### config.mk
export PLATFORM = sky130hd
export DESIGN_NAME = reed_solomon_parity_encoder_top
export DESIGN_NICKNAME = d
export VERILOG_FILES = /design/src/design/rspe_pkg.sv /design/src/design/reed_solomon_parity_encoder_top.sv
export VERILOG_INCLUDE_DIRS = /design/src /design/src/design
export SDC_FILE = /design/constraint.sdc
export NUM_CORES = 1
export LEC_CHECK = 0
export BUFFER_PORTS_ARGS = -buffer_cell sky130_fd_sc_hd__buf_2
export CAP_MARGIN = 0
export CELL_PAD_IN_SITES_DETAIL_PLACEMENT = 1
export CELL_PAD_IN_SITES_GLOBAL_PLACEMENT = 1
export CORE_ASPECT_RATIO = 2
export CORE_MARGIN = 2
export CORE_UTILIZATION = 46
export DETAILED_ROUTE_END_ITERATION = 7
export PLACE_DENSITY = 0.73
export SLEW_MARGIN = 0
export SYNTH_ARGS = -nofsm -noshare
export SYNTH_HDL_FRONTEND = slang
export SYNTH_SLANG_ARGS = --single-unit
### constraint.sdc
create_clock -name clk_i -period 25.3 [get_ports clk_i]
set_input_delay 3.795 -clock clk_i [delete_from_list [all_inputs] [get_ports clk_i]]
set_output_delay 3.795 -clock clk_i [all_outputs]
set_load 0.02 [all_outputs]
### src/design/reed_solomon_parity_encoder_top_defines.svh
// assertion macros used by the encoder rtl
`ifndef REED_SOLOMON_PARITY_ENCODER_TOP_DEFINES_SVH
`define REED_SOLOMON_PARITY_ENCODER_TOP_DEFINES_SVH

// clocked check, masked while reset is asserted
`define RSPE_ASSERT(lbl, prop, msg) \
  lbl: assert property (@(posedge clk_i) disable iff (!rst_ni) prop) else $error(msg);

// clocked check that also holds during reset
`define RSPE_ASSERT_ALWAYS(lbl, prop, msg) \
  lbl: assert property (@(posedge clk_i) prop) else $error(msg);

`endif

### src/design/rspe_pkg.sv
`default_nettype none

package rspe_pkg;

  // number of parity symbols per block
  localparam int PARITY_COUNT = 30;
  localparam int CNT_W = $clog2(PARITY_COUNT);
  localparam logic [CNT_W-1:0] LAST_IDX = CNT_W'(PARITY_COUNT - 1);

  // field polynomial x^8+x^4+x^3+x^2+1
  localparam logic [8:0] FIELD_POLY = 9'h11d;

  typedef logic [7:0] gf_t;
  typedef logic [PARITY_COUNT-1:0][7:0] parity_vec_t;

  // generator coefficients as logs base alpha, entry i for x^i
  localparam gf_t GEN_LOG [PARITY_COUNT] = '{
    8'hb4, 8'hc0, 8'h28, 8'hee, 8'hd8, 8'hfb, 8'h25, 8'h9c,
    8'h82, 8'he0, 8'hc1, 8'he2, 8'had, 8'h2a, 8'h7d, 8'hde,
    8'h60, 8'hef, 8'h56, 8'h6e, 8'h30, 8'h32, 8'hb6, 8'hb3,
    8'h1f, 8'hd8, 8'h98, 8'h91, 8'had, 8'h29
  };

  // gf(256) multiply, shift and add
  function automatic gf_t gf_mul(input gf_t a, input gf_t b);
    logic [8:0] x;
    gf_t        r;
    x = {1'b0, a};
    r = '0;
    for (int i = 0; i < 8; i++) begin
      if (b[i]) begin
        r = r ^ x[7:0];
      end
      x = {x[7:0], 1'b0};
      if (x[8]) begin
        x = x ^ FIELD_POLY;
      end
    end
    return r;
  endfunction

  // alpha^n, square and multiply; only called with constant n
  function automatic gf_t gf_alpha_pow(input gf_t n);
    gf_t result;
    gf_t base;
    result = 8'h01;
    base   = 8'h02;
    for (int i = 0; i < 8; i++) begin
      if (n[i]) begin
        result = gf_mul(result, base);
      end
      base = gf_mul(base, base);
    end
    return result;
  endfunction

  // generator coefficient of x^idx
  function automatic gf_t gen_coef(input int idx);
    return gf_alpha_pow(GEN_LOG[idx]);
  endfunction

endpackage

`default_nettype wire

### src/design/reed_solomon_parity_encoder_top.sv
// Reed-Solomon parity encoder, gf(256), 30 parity symbols per block.
// Input stream: one data byte per transaction on s_axis, tlast marks the
// final byte of a block. Output stream: 30 parity bytes per block on m_axis,
// first register position first, tlast on the thirtieth byte.
// Each accepted byte updates the 30-byte parity register in the same cycle
// through constant gf multipliers, so one byte is taken every cycle unless
// a block-end byte is held off. On a block end the updated parity is copied
// into a 30-byte drain buffer and the parity register clears; the first
// parity byte shows on m_axis in the cycle after the block-end transaction,
// then one byte per cycle while the receiver takes them.
// Data bytes of the next block keep flowing during the drain. A block-end
// byte is held off (s_axis_tready_o low) only while the drain buffer still
// holds bytes other than the one leaving in that cycle.
// When the receiver stalls, the current parity byte holds on m_axis.
// Reset clears the parity register and empties the drain buffer; there is
// no clearing pass, the block is ready right after reset.
`default_nettype none

`include "reed_solomon_parity_encoder_top_defines.svh"

module reed_solomon_parity_encoder_top
  import rspe_pkg::*;
(
  input  wire logic       clk_i,
  input  wire logic       rst_ni,
  input  wire logic       s_axis_tvalid_i,
  output logic            s_axis_tready_o,
  input  wire logic [7:0] s_axis_tdata_i,  // [7:0] data_byte
  input  wire logic       s_axis_tlast_i,  // block_end
  output logic            m_axis_tvalid_o,
  input  wire logic       m_axis_tready_i,
  output logic [7:0]      m_axis_tdata_o,  // [7:0] parity_byte
  output logic            m_axis_tlast_o   // parity_last
);

  parity_vec_t      par_q, par_d, par_upd;
  parity_vec_t      drain_q, drain_d;
  logic             drain_valid_q, drain_valid_d;
  logic [CNT_W-1:0] drain_cnt_q, drain_cnt_d;
  logic             in_acc, out_acc, load_ok, load;
  gf_t              fb;

  // handshakes
  assign out_acc = m_axis_tvalid_o & m_axis_tready_i;
  assign load_ok = !drain_valid_q || (out_acc && (drain_cnt_q == LAST_IDX));
  assign s_axis_tready_o = !s_axis_tlast_i || load_ok;
  assign in_acc  = s_axis_tvalid_i & s_axis_tready_o;
  assign load    = in_acc & s_axis_tlast_i;

  // lfsr update with constant gf multipliers
  assign fb = s_axis_tdata_i ^ par_q[0];
  always_comb begin
    for (int k = 0; k < PARITY_COUNT - 1; k++) begin
      par_upd[k] = par_q[k+1] ^ gf_mul(fb, gen_coef(PARITY_COUNT - 1 - k));
    end
    par_upd[PARITY_COUNT-1] = gf_mul(fb, gen_coef(0));
  end

  // parity register next value, cleared after a block end
  always_comb begin
    par_d = par_q;
    if (in_acc) begin
      par_d = s_axis_tlast_i ? '0 : par_upd;
    end
  end

  // drain buffer: load on block end, shift toward head on output transaction
  always_comb begin
    drain_d       = drain_q;
    drain_valid_d = drain_valid_q;
    drain_cnt_d   = drain_cnt_q;
    if (load) begin
      drain_d       = par_upd;
      drain_valid_d = 1'b1;
      drain_cnt_d   = '0;
    end else if (out_acc) begin
      drain_d = {8'h00, drain_q[PARITY_COUNT-1:1]};
      if (drain_cnt_q == LAST_IDX) begin
        drain_valid_d = 1'b0;
        drain_cnt_d   = '0;
      end else begin
        drain_cnt_d = drain_cnt_q + 1'b1;
      end
    end
  end

  always_ff @(posedge clk_i or negedge rst_ni) begin
    if (!rst_ni) begin
      par_q         <= '0;
      drain_valid_q <= 1'b0;
      drain_cnt_q   <= '0;
    end else begin
      par_q         <= par_d;
      drain_valid_q <= drain_valid_d;
      drain_cnt_q   <= drain_cnt_d;
    end
  end

  // payload, no reset
  always_ff @(posedge clk_i) begin
    drain_q <= drain_d;
  end

  assign m_axis_tvalid_o = drain_valid_q;
  assign m_axis_tdata_o  = drain_q[0];
  assign m_axis_tlast_o  = drain_cnt_q == LAST_IDX;

  // checks
  `RSPE_ASSERT(a_block_end_clears, load |=> (par_q == '0), "parity register not cleared")
  `RSPE_ASSERT(a_block_end_starts_drain, load |=> (m_axis_tvalid_o && (drain_cnt_q == '0)),
               "drain did not start after block end")
  `RSPE_ASSERT(a_drain_continues, (out_acc && !m_axis_tlast_o) |=> m_axis_tvalid_o,
               "drain stopped before the last parity byte")
  `RSPE_ASSERT_ALWAYS(a_cnt_range, !rst_ni || (drain_cnt_q <= LAST_IDX),
                      "drain count out of range")

endmodule

`default_nettype wire
Yosys cells after proc, flatten, opt, wreduce, memory -nomap -nowiden
Index checks and enable logic that the tools add are counted.

Logic and storage cells: 181. Output and inout bits: 11. Bits in latches: 0. Memory bits (writable): 0. Memories kept: 0. Input bits: 13. ROM bits: 0. Flip-flop bits (word level): 486.

Shift operators: 0. Multipliers: 0. Reductions and logical operators: 8. Equality and inequality tests: 1. Mux-type cells: 16. Div/mod/pow operators: 0. Bitwise logic cells: 93. Order comparisons: 0. $add $sub $neg: 1.

Operators with widths (number): $mux W240 (3); $xor A8 B8 Y8 (83); $mux W5 (10); $not A4 Y4 (7); $add A5 B1 Y5 const B (1); $eq A5 B5 Y1 const B (1); $reduce_bool A2 Y1 (2); $and A1 B1 Y1 (3); $mux W1 (3); $logic_not A1 Y1 (2); $logic_or A1 B1 Y1 (2); $reduce_and A2 Y1 (1); $logic_and A1 B1 Y1 (1).

Depth between registers and ports, before layout
Gate-level depths: netlist of run 1.

Depth after elaboration: 18. Mapped depth: 11. Depth with buffers taken out: 8.

Worst setup path after synthesis of run 1
No wires, ideal clock.

Kind: input -> register. From: input port s_axis_tlast_i. To: register drain_cnt_q[3]. Path buffers: 1. Data arrival time: 22.721 ns. Required time: 25.223 ns. Path slack: 2.502 ns. Cell stages on the path: 6. Setup time: 0.077 ns. Cell sequence: clkbuf_1 nand2_1 o21ai_0 nand4_1 xor2_1 nor2_1.

Cells in the longest elaborated chain, start to end: 5. Elaborated cells on any way between the ends: 6. Those cells by class: mux: 1; bitwise: 2; reduce/logical: 3.

RTL lines: from (decl) (RTL line reed_solomon_parity_encoder_top.sv:29) `input wire logic s_axis_tlast_i,`; $logic_not A1 Y1 (RTL line reed_solomon_parity_encoder_top.sv:46) `assign s_axis_tready_o = !s_axis_tlast_i || load_ok;`; $logic_or A1 B1 Y1 (RTL line reed_solomon_parity_encoder_top.sv:46); $and A1 B1 Y1 (RTL line reed_solomon_parity_encoder_top.sv:47) `assign in_acc = s_axis_tvalid_i & s_axis_tready_o;`; $and A1 B1 Y1 * (RTL line reed_solomon_parity_encoder_top.sv:48) `assign load = in_acc & s_axis_tlast_i;`; $mux W5 / $reduce_bool A2 Y1 (equally long branches); to (signal assigned) (RTL line reed_solomon_parity_encoder_top.sv:95) `drain_cnt_q <= drain_cnt_d;`; to (decl) (RTL line reed_solomon_parity_encoder_top.sv:39) `logic [CNT_W-1:0] drain_cnt_q, drain_cnt_d;`.

Every way passes the cells marked *; elsewhere a longest branch is shown, timed or not. A chain may end at the register's enable or synchronous reset.

Worst setup path after layout of run 1
From: input port s_axis_tlast_i. To: output port s_axis_tready_o.

Cells in the longest elaborated chain, start to end: 2.

RTL lines: $logic_not A1 Y1 (RTL line reed_solomon_parity_encoder_top.sv:46); $logic_or A1 B1 Y1 (RTL line reed_solomon_parity_encoder_top.sv:46); to (decl) (RTL line reed_solomon_parity_encoder_top.sv:27) `output logic s_axis_tready_o,`.

No other way between the ends.

==> results of run 1 <==
==> area by class of cell <==
class                      instances  area, um^2  share of cell area
multi-input combinational       1287        9060               0.359
sequential                       486       13400               0.530
timing repair buffer              63         450              0.0179
inverter                           4        15.0            0.000596
tap                              643         805              0.0319
clock buffer                      61        1270              0.0502
clock inverter                    18         244             0.00968
==> metal layers <==
metal	vias to the layer above	track usage	routed length [um]
met3	136	0.0228	1740
met4	0	0.118	3310
met1	7734	0.325	26300
met5	-	0	0
li1	6477	-	-
met2	270	0.475	35300
==> registers in the layout, indices dropped and copies added, names as in the netlist <==
register and count:
drain_cnt_q 5, drain_q 232, m_axis_tdata_o 8, m_axis_tvalid_o 1
par_q 240
==> cell usage in the layout, fill, tap and decap left out, types with 3 or more instances in the layout <==
| cell type | n |
|---|---|
| o31ai_1 | 10 |
| and3_1 | 3 |
| dfrtp_1 | 246 |
| nor2_1 | 13 |
| xnor2_2 | 22 |
| nand4_1 | 3 |
| clkinv_2 | 9 |
| buf_2 | 22 |
| a211o_1 | 3 |
| bufinv_16 | 6 |
| xnor3_1 | 22 |
| edfxtp_1 | 240 |
| nand2_1 | 383 |
| a21oi_1 | 3 |
| xnor2_4 | 7 |
| clkbuf_16 | 45 |
| a221o_1 | 3 |
| a22o_1 | 84 |
| xor2_2 | 4 |
| xnor2_1 | 191 |
| mux2_2 | 57 |
| and4_1 | 3 |
| inv_1 | 4 |
| clkbuf_1 | 8 |
| nor3_1 | 8 |
| xor3_1 | 3 |
| clkbuf_8 | 8 |
| o21ai_0 | 290 |
| buf_4 | 38 |
| xor2_1 | 160 |
==> synth_stat cells (4+ instances only) <==
cell        n
nand2_1   384
buf_4      15
nor2_1     15
inv_1       4
a22o_1     84
o21ai_0   292
xnor2_2    16
xnor2_4     5
xnor3_1    22
xor2_1    161
o31ai_1    10
clkbuf_1   98
xnor2_1   199
xor2_2      4
edfxtp_1  240
dfrtp_1   246
nor3_1      8
mux2_2     57
buf_2       5
==> stage by stage <==
stage                     worst slack, ns  hold WS, ns  utilization
after CTS                           16.77        0.494        0.514
after floorplan                      2.50        0.452            -
after global routing                16.75        0.517        0.514
final                               16.77        0.492        0.514
after detailed placement            16.78        0.478        0.483
after global placement              16.75        0.464        0.483
==> cells by family after synthesis <==
group,after synthesis
mux,57
buf+inv,126
simple gates,418
xor+xnor,413
flops,486
fa+ha+maj,2
compound gates,397
==> final timing paths <==
path,endpoint,slack [ns],depth (start not counted)
worst max-delay path,s_axis_tready_o,16.77,3
worst min-delay path,par_q[103]$_DFFE_PN0N_,0.49,2
worst max register to register,drain_q[14]$_DFFE_PP_,21.77,7
worst min register to register,par_q[103]$_DFFE_PN0N_,0.49,2
max in group asynchronous,par_q[189]$_DFFE_PN0N_,19.46,3
min in group asynchronous,par_q[96]$_DFFE_PN0N_,3.34,1
==> worst reg2reg max path: stages (launching register included) <==
cell	delay (ns)
dfrtp_1	0.43
xnor2_2	0.24
buf_4	0.27
xnor2_2	0.99
buf_4	0.34
xnor3_1	0.51
xnor2_1	0.21
mux2_2	0.29
==> results.txt, run 1 <==
biggest area consumer among synthesized cells -> edfxtp_1
CTS tree -> built
area post-placement -> 23700 um^2
Post-CTS Setup Inserts -> 0
Final Cycle Share -> 0.337
drt total wl -> 66.7 mm
Worst EP arrival -> 4.73 ns
worst slew pin tran -> 1.52 ns
DIE HEIGHT -> 319 um
Worst setup SP type -> input port
die area -> 51500 um^2
number of synthesized flops with an enable pin -> 240
syn nets -> 1914
vias after detailed routing -> 14.6k
Hold Crit Start -> par_q[103]$_DFFE_PN0N_
worst min path class -> flip-flop to flip-flop
Netlist cell types -> 35
Main synth FF type -> dfrtp_1
simple-gate share of the synthesized area -> 0.0708
share of the synthesized area in the top cell type -> 0.316
area delta synth->final -> 10.5%
routed wire length per instance -> 26.0 um
final hold violation count -> 0
Final Setup Violations -> 0
fmax -> 117 MHz
Syn Area/Cell -> 12.0 um^2
cts bufs inserted -> 43
clock skew -> 0.0155 ns
first-pass GRT wire length -> 103 mm
GR Overflow Total -> 0
outcome -> finished, violations left
Area contributors post-synth -> edfxtp_1 32%, dfrtp_1 27%, xnor2_1 7.6%
Finished Cell Area -> 25200 um^2
Synth Area in Compound Gates -> 0.103
share of layout cells above drive strength 1 -> 0.121
critical path capture point type -> primary output
Layout Nets -> 1900
Slew headroom -> -0.0136
placed cells -> 2483
routability congestion estimate from global placement -> 0.815
Clk Latency, worst-skew pair -> 0.56 ns
slowest stage delay, CP -> 0.59 ns
Worst Path Class, Setup -> input port to primary output
ys async rst share -> 0.506
CP max stage cell -> buf_2
initial antenna violation count -> 0
vias per cell -> 5.71
setup TNS -> 0 ns
Core Rows -> 115
post-CTS resize count -> 0
RSZ-0062 raised after global routing -> no
Buf+Inv Stages, Crit Path -> 2
HPWL after DPL -> 41.6 mm
worst-path fanout max -> 18
Min Clock Period, post-route -> 8.53 ns
CP top delay family -> buffers and inverters
# DRC -> 0
most used cell, CP -> buf_2
Post-Synth Adder-Cell Area -> 0.00110
Yosys warning total -> 0
#FFs+latches synth -> 486
# clock sinks -> 486
Required @ worst endpoint -> 21.50 ns
clock-pin slew on the worst setup and hold paths -> 0.07 ns
Post-DRT Antenna Nets -> 0
Initial Utilization -> 0.465
Ports -> 24
drt pass-1 iters -> 5
Longest Clk Path Bufs -> 3
diodes inserted -> 0
Die X -> 161 um
Cells after Synth -> 1899
xor/xnor share of the synthesized area -> 0.187
Layout Cells excl Fill -> 2562
sequential fraction of the synthesis area -> 0.586
CP startpoint -> s_axis_tlast_i
Pins Over Slew Limit -> 34
Core Region -> 49100 um^2
Max-Cap Viols -> 0
IO buf count -> 23
synthesized cell area -> 22800 um^2
failing checks -> slew limit
vias in the first global route -> 16.1k
Worst R2R Start -> par_q[3]$_DFFE_PN0N_
largest family of logic cells by synthesized area -> XOR/XNOR gates
Starting DRT DRC Count -> 1132
hold buffers post-CTS -> 0
fill cell count -> 5028
Root Buffer -> clkbuf_16
crit-path cells -> buf_2 -> nand2_1 -> buf_2
# H-tree levels -> 2
largest net degree at the start of global routing -> 216
Total Routing Usage GR -> 0.266
mux share of post-synthesis cell area -> 0.0281
Power of run 1 is left out: the tool's default activity adds up to more than one toggle a clock period on the data nets, which glitch-free logic cannot reach.
==> run 2, diff against run 1 <==
- clock period: 25.3 -> 8.2 ns (I/O delays scaled with it)
==> run 2 against run 1 <==
  * The flow now finishes without violations
  * Utilization decreased by 0.059 points
  * Non-clock buffer count unchanged
  * Die area unchanged
  * Register-to-register slack got worse by 18 ns
  * Clock skew increased by 0.0053 ns
  * Largest cell class unchanged
  * Highest routed layer unchanged
==> results.txt, run 2 (synthesized netlist as in run 1, its figures left out) <==
outcome -> completed (was finished, violations left)
die area -> 51500 um^2 (unchanged)
drt pass-1 iters -> 5 (unchanged)
cts bufs inserted -> 44 (was 43)
clock-pin slew on the worst setup and hold paths -> 0.06 ns (was 0.07 ns)
clock skew -> 0.0208 ns (was 0.0155 ns)
Core Region -> 49100 um^2 (unchanged)
Final Setup Violations -> 0 (unchanged)
area delta synth->final -> 10.3% (was 10.5%)
final hold violation count -> 0 (unchanged)
Final Cycle Share -> 0.504
most common cell after layout, fill and taps aside -> nand2_1 (unchanged)
Post-DRT Antenna Nets -> 0 (unchanged)
routability congestion estimate from global placement -> 0.832 (was 0.815)
worst min path class -> flip-flop to flip-flop (unchanged)
initial antenna violation count -> 0 (unchanged)
worst-path fanout max -> 93 (was 18)
worst slew pin tran -> 1.24 ns (was 1.52 ns)
most frequent cells in the layout -> 383 x nand2_1, 290 x o21ai_0, 246 x dfrtp_1 (unchanged)
largest net degree at the start of global routing -> 161 (was 216)
Worst R2R Start -> drain_cnt_q[1]$_DFFE_PN0P_ (was par_q[3]$_DFFE_PN0N_)
vias per cell -> 5.78 (was 5.71)
crit-path cells -> buf_2 -> inv_1 -> o21ai_0 -> nand3_4 -> buf_4 -> buf_4 -> o21ai_0 (was buf_2 -> nand2_1 -> buf_2)
routed wire length per instance -> 26.8 um (was 26.0 um)
RSZ-0062 raised after global routing -> no (unchanged)
# DRC -> 0 (unchanged)
reg2reg end -> drain_q[82]$_DFFE_PP_ (was drain_q[14]$_DFFE_PP_)
HPWL after DPL -> 43.3 mm (was 41.6 mm)
Core Rows -> 115 (unchanged)
CTS tree -> built (unchanged)
Worst Path Class, Setup -> input port to flip-flop (was input port to primary output)
IO buf count -> 23 (unchanged)
fmax -> 242 MHz
Worst setup SP type -> input port (unchanged)
slowest stage delay, CP -> 0.80 ns (was 0.59 ns)
post-CTS resize count -> 0 (unchanged)
critical path capture point type -> flip-flop (was primary output)
Total Routing Usage GR -> 0.273 (was 0.266)
Slew headroom -> 0.175 (was -0.0136)
# clock sinks -> 486 (unchanged)
first-pass GRT wire length -> 104 mm (was 103 mm)
Min Clock Period, post-route -> 4.13 ns
Required @ worst endpoint -> 8.45 ns (was 21.50 ns)
drt total wl -> 68.8 mm (was 66.7 mm)
crit path to -> drain_q[226]$_DFFE_PP_ (was s_axis_tready_o)
fill cell count -> 5034 (was 5028)
DIE HEIGHT -> 319 um (unchanged)
Pins Over Slew Limit -> 0 (was 34)
Initial Utilization -> 0.465 (unchanged)
setup TNS -> 0 ns (unchanged)
vias in the first global route -> 16.4k (was 16.1k)
Biggest register -> par_q (unchanged)
# H-tree levels -> 2 (unchanged)
CP startpoint -> m_axis_tready_i (was s_axis_tlast_i)
max FFs per register -> 240 (unchanged)
Longest Clk Path Bufs -> 3 (unchanged)
Max-Cap Viols -> 0 (unchanged)
Ports -> 24 (unchanged)
CP max stage cell -> buf_4 (was buf_2)
Layout Nets -> 1901 (was 1900)
hold buffers post-CTS -> 0 (unchanged)
Starting DRT DRC Count -> 1254 (was 1132)
Post-CTS Setup Inserts -> 0 (unchanged)
worst reg2reg path depth -> 9 (was 7)
Root Buffer -> clkbuf_16 (unchanged)
Clk Latency, worst-skew pair -> 0.56 ns (about the same)
share of layout cells above drive strength 1 -> 0.118 (was 0.121)
diodes inserted -> 0 (unchanged)
Die X -> 161 um (unchanged)
R2R setup slack -> 4.11 ns (was 21.77 ns)
GR Overflow Total -> 0 (unchanged)
Worst EP arrival -> 4.39 ns (was 4.73 ns)
vias after detailed routing -> 14.8k (was 14.6k)
## run 2: cell types whose count changed in the layout (fill, tap and decap cells not counted), sizes merged
cell	before	now
clkinvlp	2	0
bufinv	6	5
clkbuf	61	65
## run 2: worst min path at each step
| stage | startpoint | end | slack, ns | depth (start not counted) |
|---|---|---|---|---|
| 2_1_floorplan | par_q[103]$_DFFE_PN0N_ | par_q[103]$_DFFE_PN0N_ | 0.45 | 2 |
| 3_3_place_gp | par_q[179]$_DFFE_PN0N_ | par_q[179]$_DFFE_PN0N_ | 0.47 | 2 |
| 3_5_place_dp | par_q[135]$_DFFE_PN0N_ | par_q[135]$_DFFE_PN0N_ | 0.49 | 2 |
| 4_1_cts | par_q[74]$_DFFE_PN0N_ | par_q[74]$_DFFE_PN0N_ | 0.50 | 2 |
| 5_1_grt | par_q[41]$_DFFE_PN0N_ | par_q[41]$_DFFE_PN0N_ | 0.53 | 2 |
| 6_report | par_q[237]$_DFFE_PN0N_ | par_q[237]$_DFFE_PN0N_ | 0.50 | 2 |
## run 2: cell type report
class	count	area [um^2]	share of cell area
sequential	486	13400	0.531
multi-input combinational	1287	9060	0.360
clock buffer	65	1280	0.0509
tap	643	805	0.0320
timing repair buffer	63	450	0.0179
clock inverter	15	196	0.00780
inverter	4	15.0	0.000597
## run 2: stage by stage
step                setup slack [ns]   util  hold WS, ns  std cells  instance area (um^2)
finish                          4.07  0.513        0.503       2563                 25200
global route                    3.83  0.513        0.533       2563                 25200
CTS                             4.09  0.513        0.505       2563                 25200
detailed placement              3.54  0.483        0.491       2483                 23700
global placement                3.69  0.483        0.469       2483                 23700
floorplan                       1.93      -        0.452       1899                 22800
## run 2: critical path, delay by kind of cell
family,cells,cell delay (ns)
AO/OA/AOI/OAI,2,0.49
AND/OR/NAND/NOR,1,0.71
buffers and inverters,4,1.75
## run 2: per-layer routing
metal	GRT usage	share of wire	up-vias
met1	0.316	0.37	7672
met2	0.471	0.51	450
li1	-	-	6485
met4	0.182	0.079	0
met3	0.0333	0.046	198
met5	0	0	-
Power of run 2 is left out for the same reason.
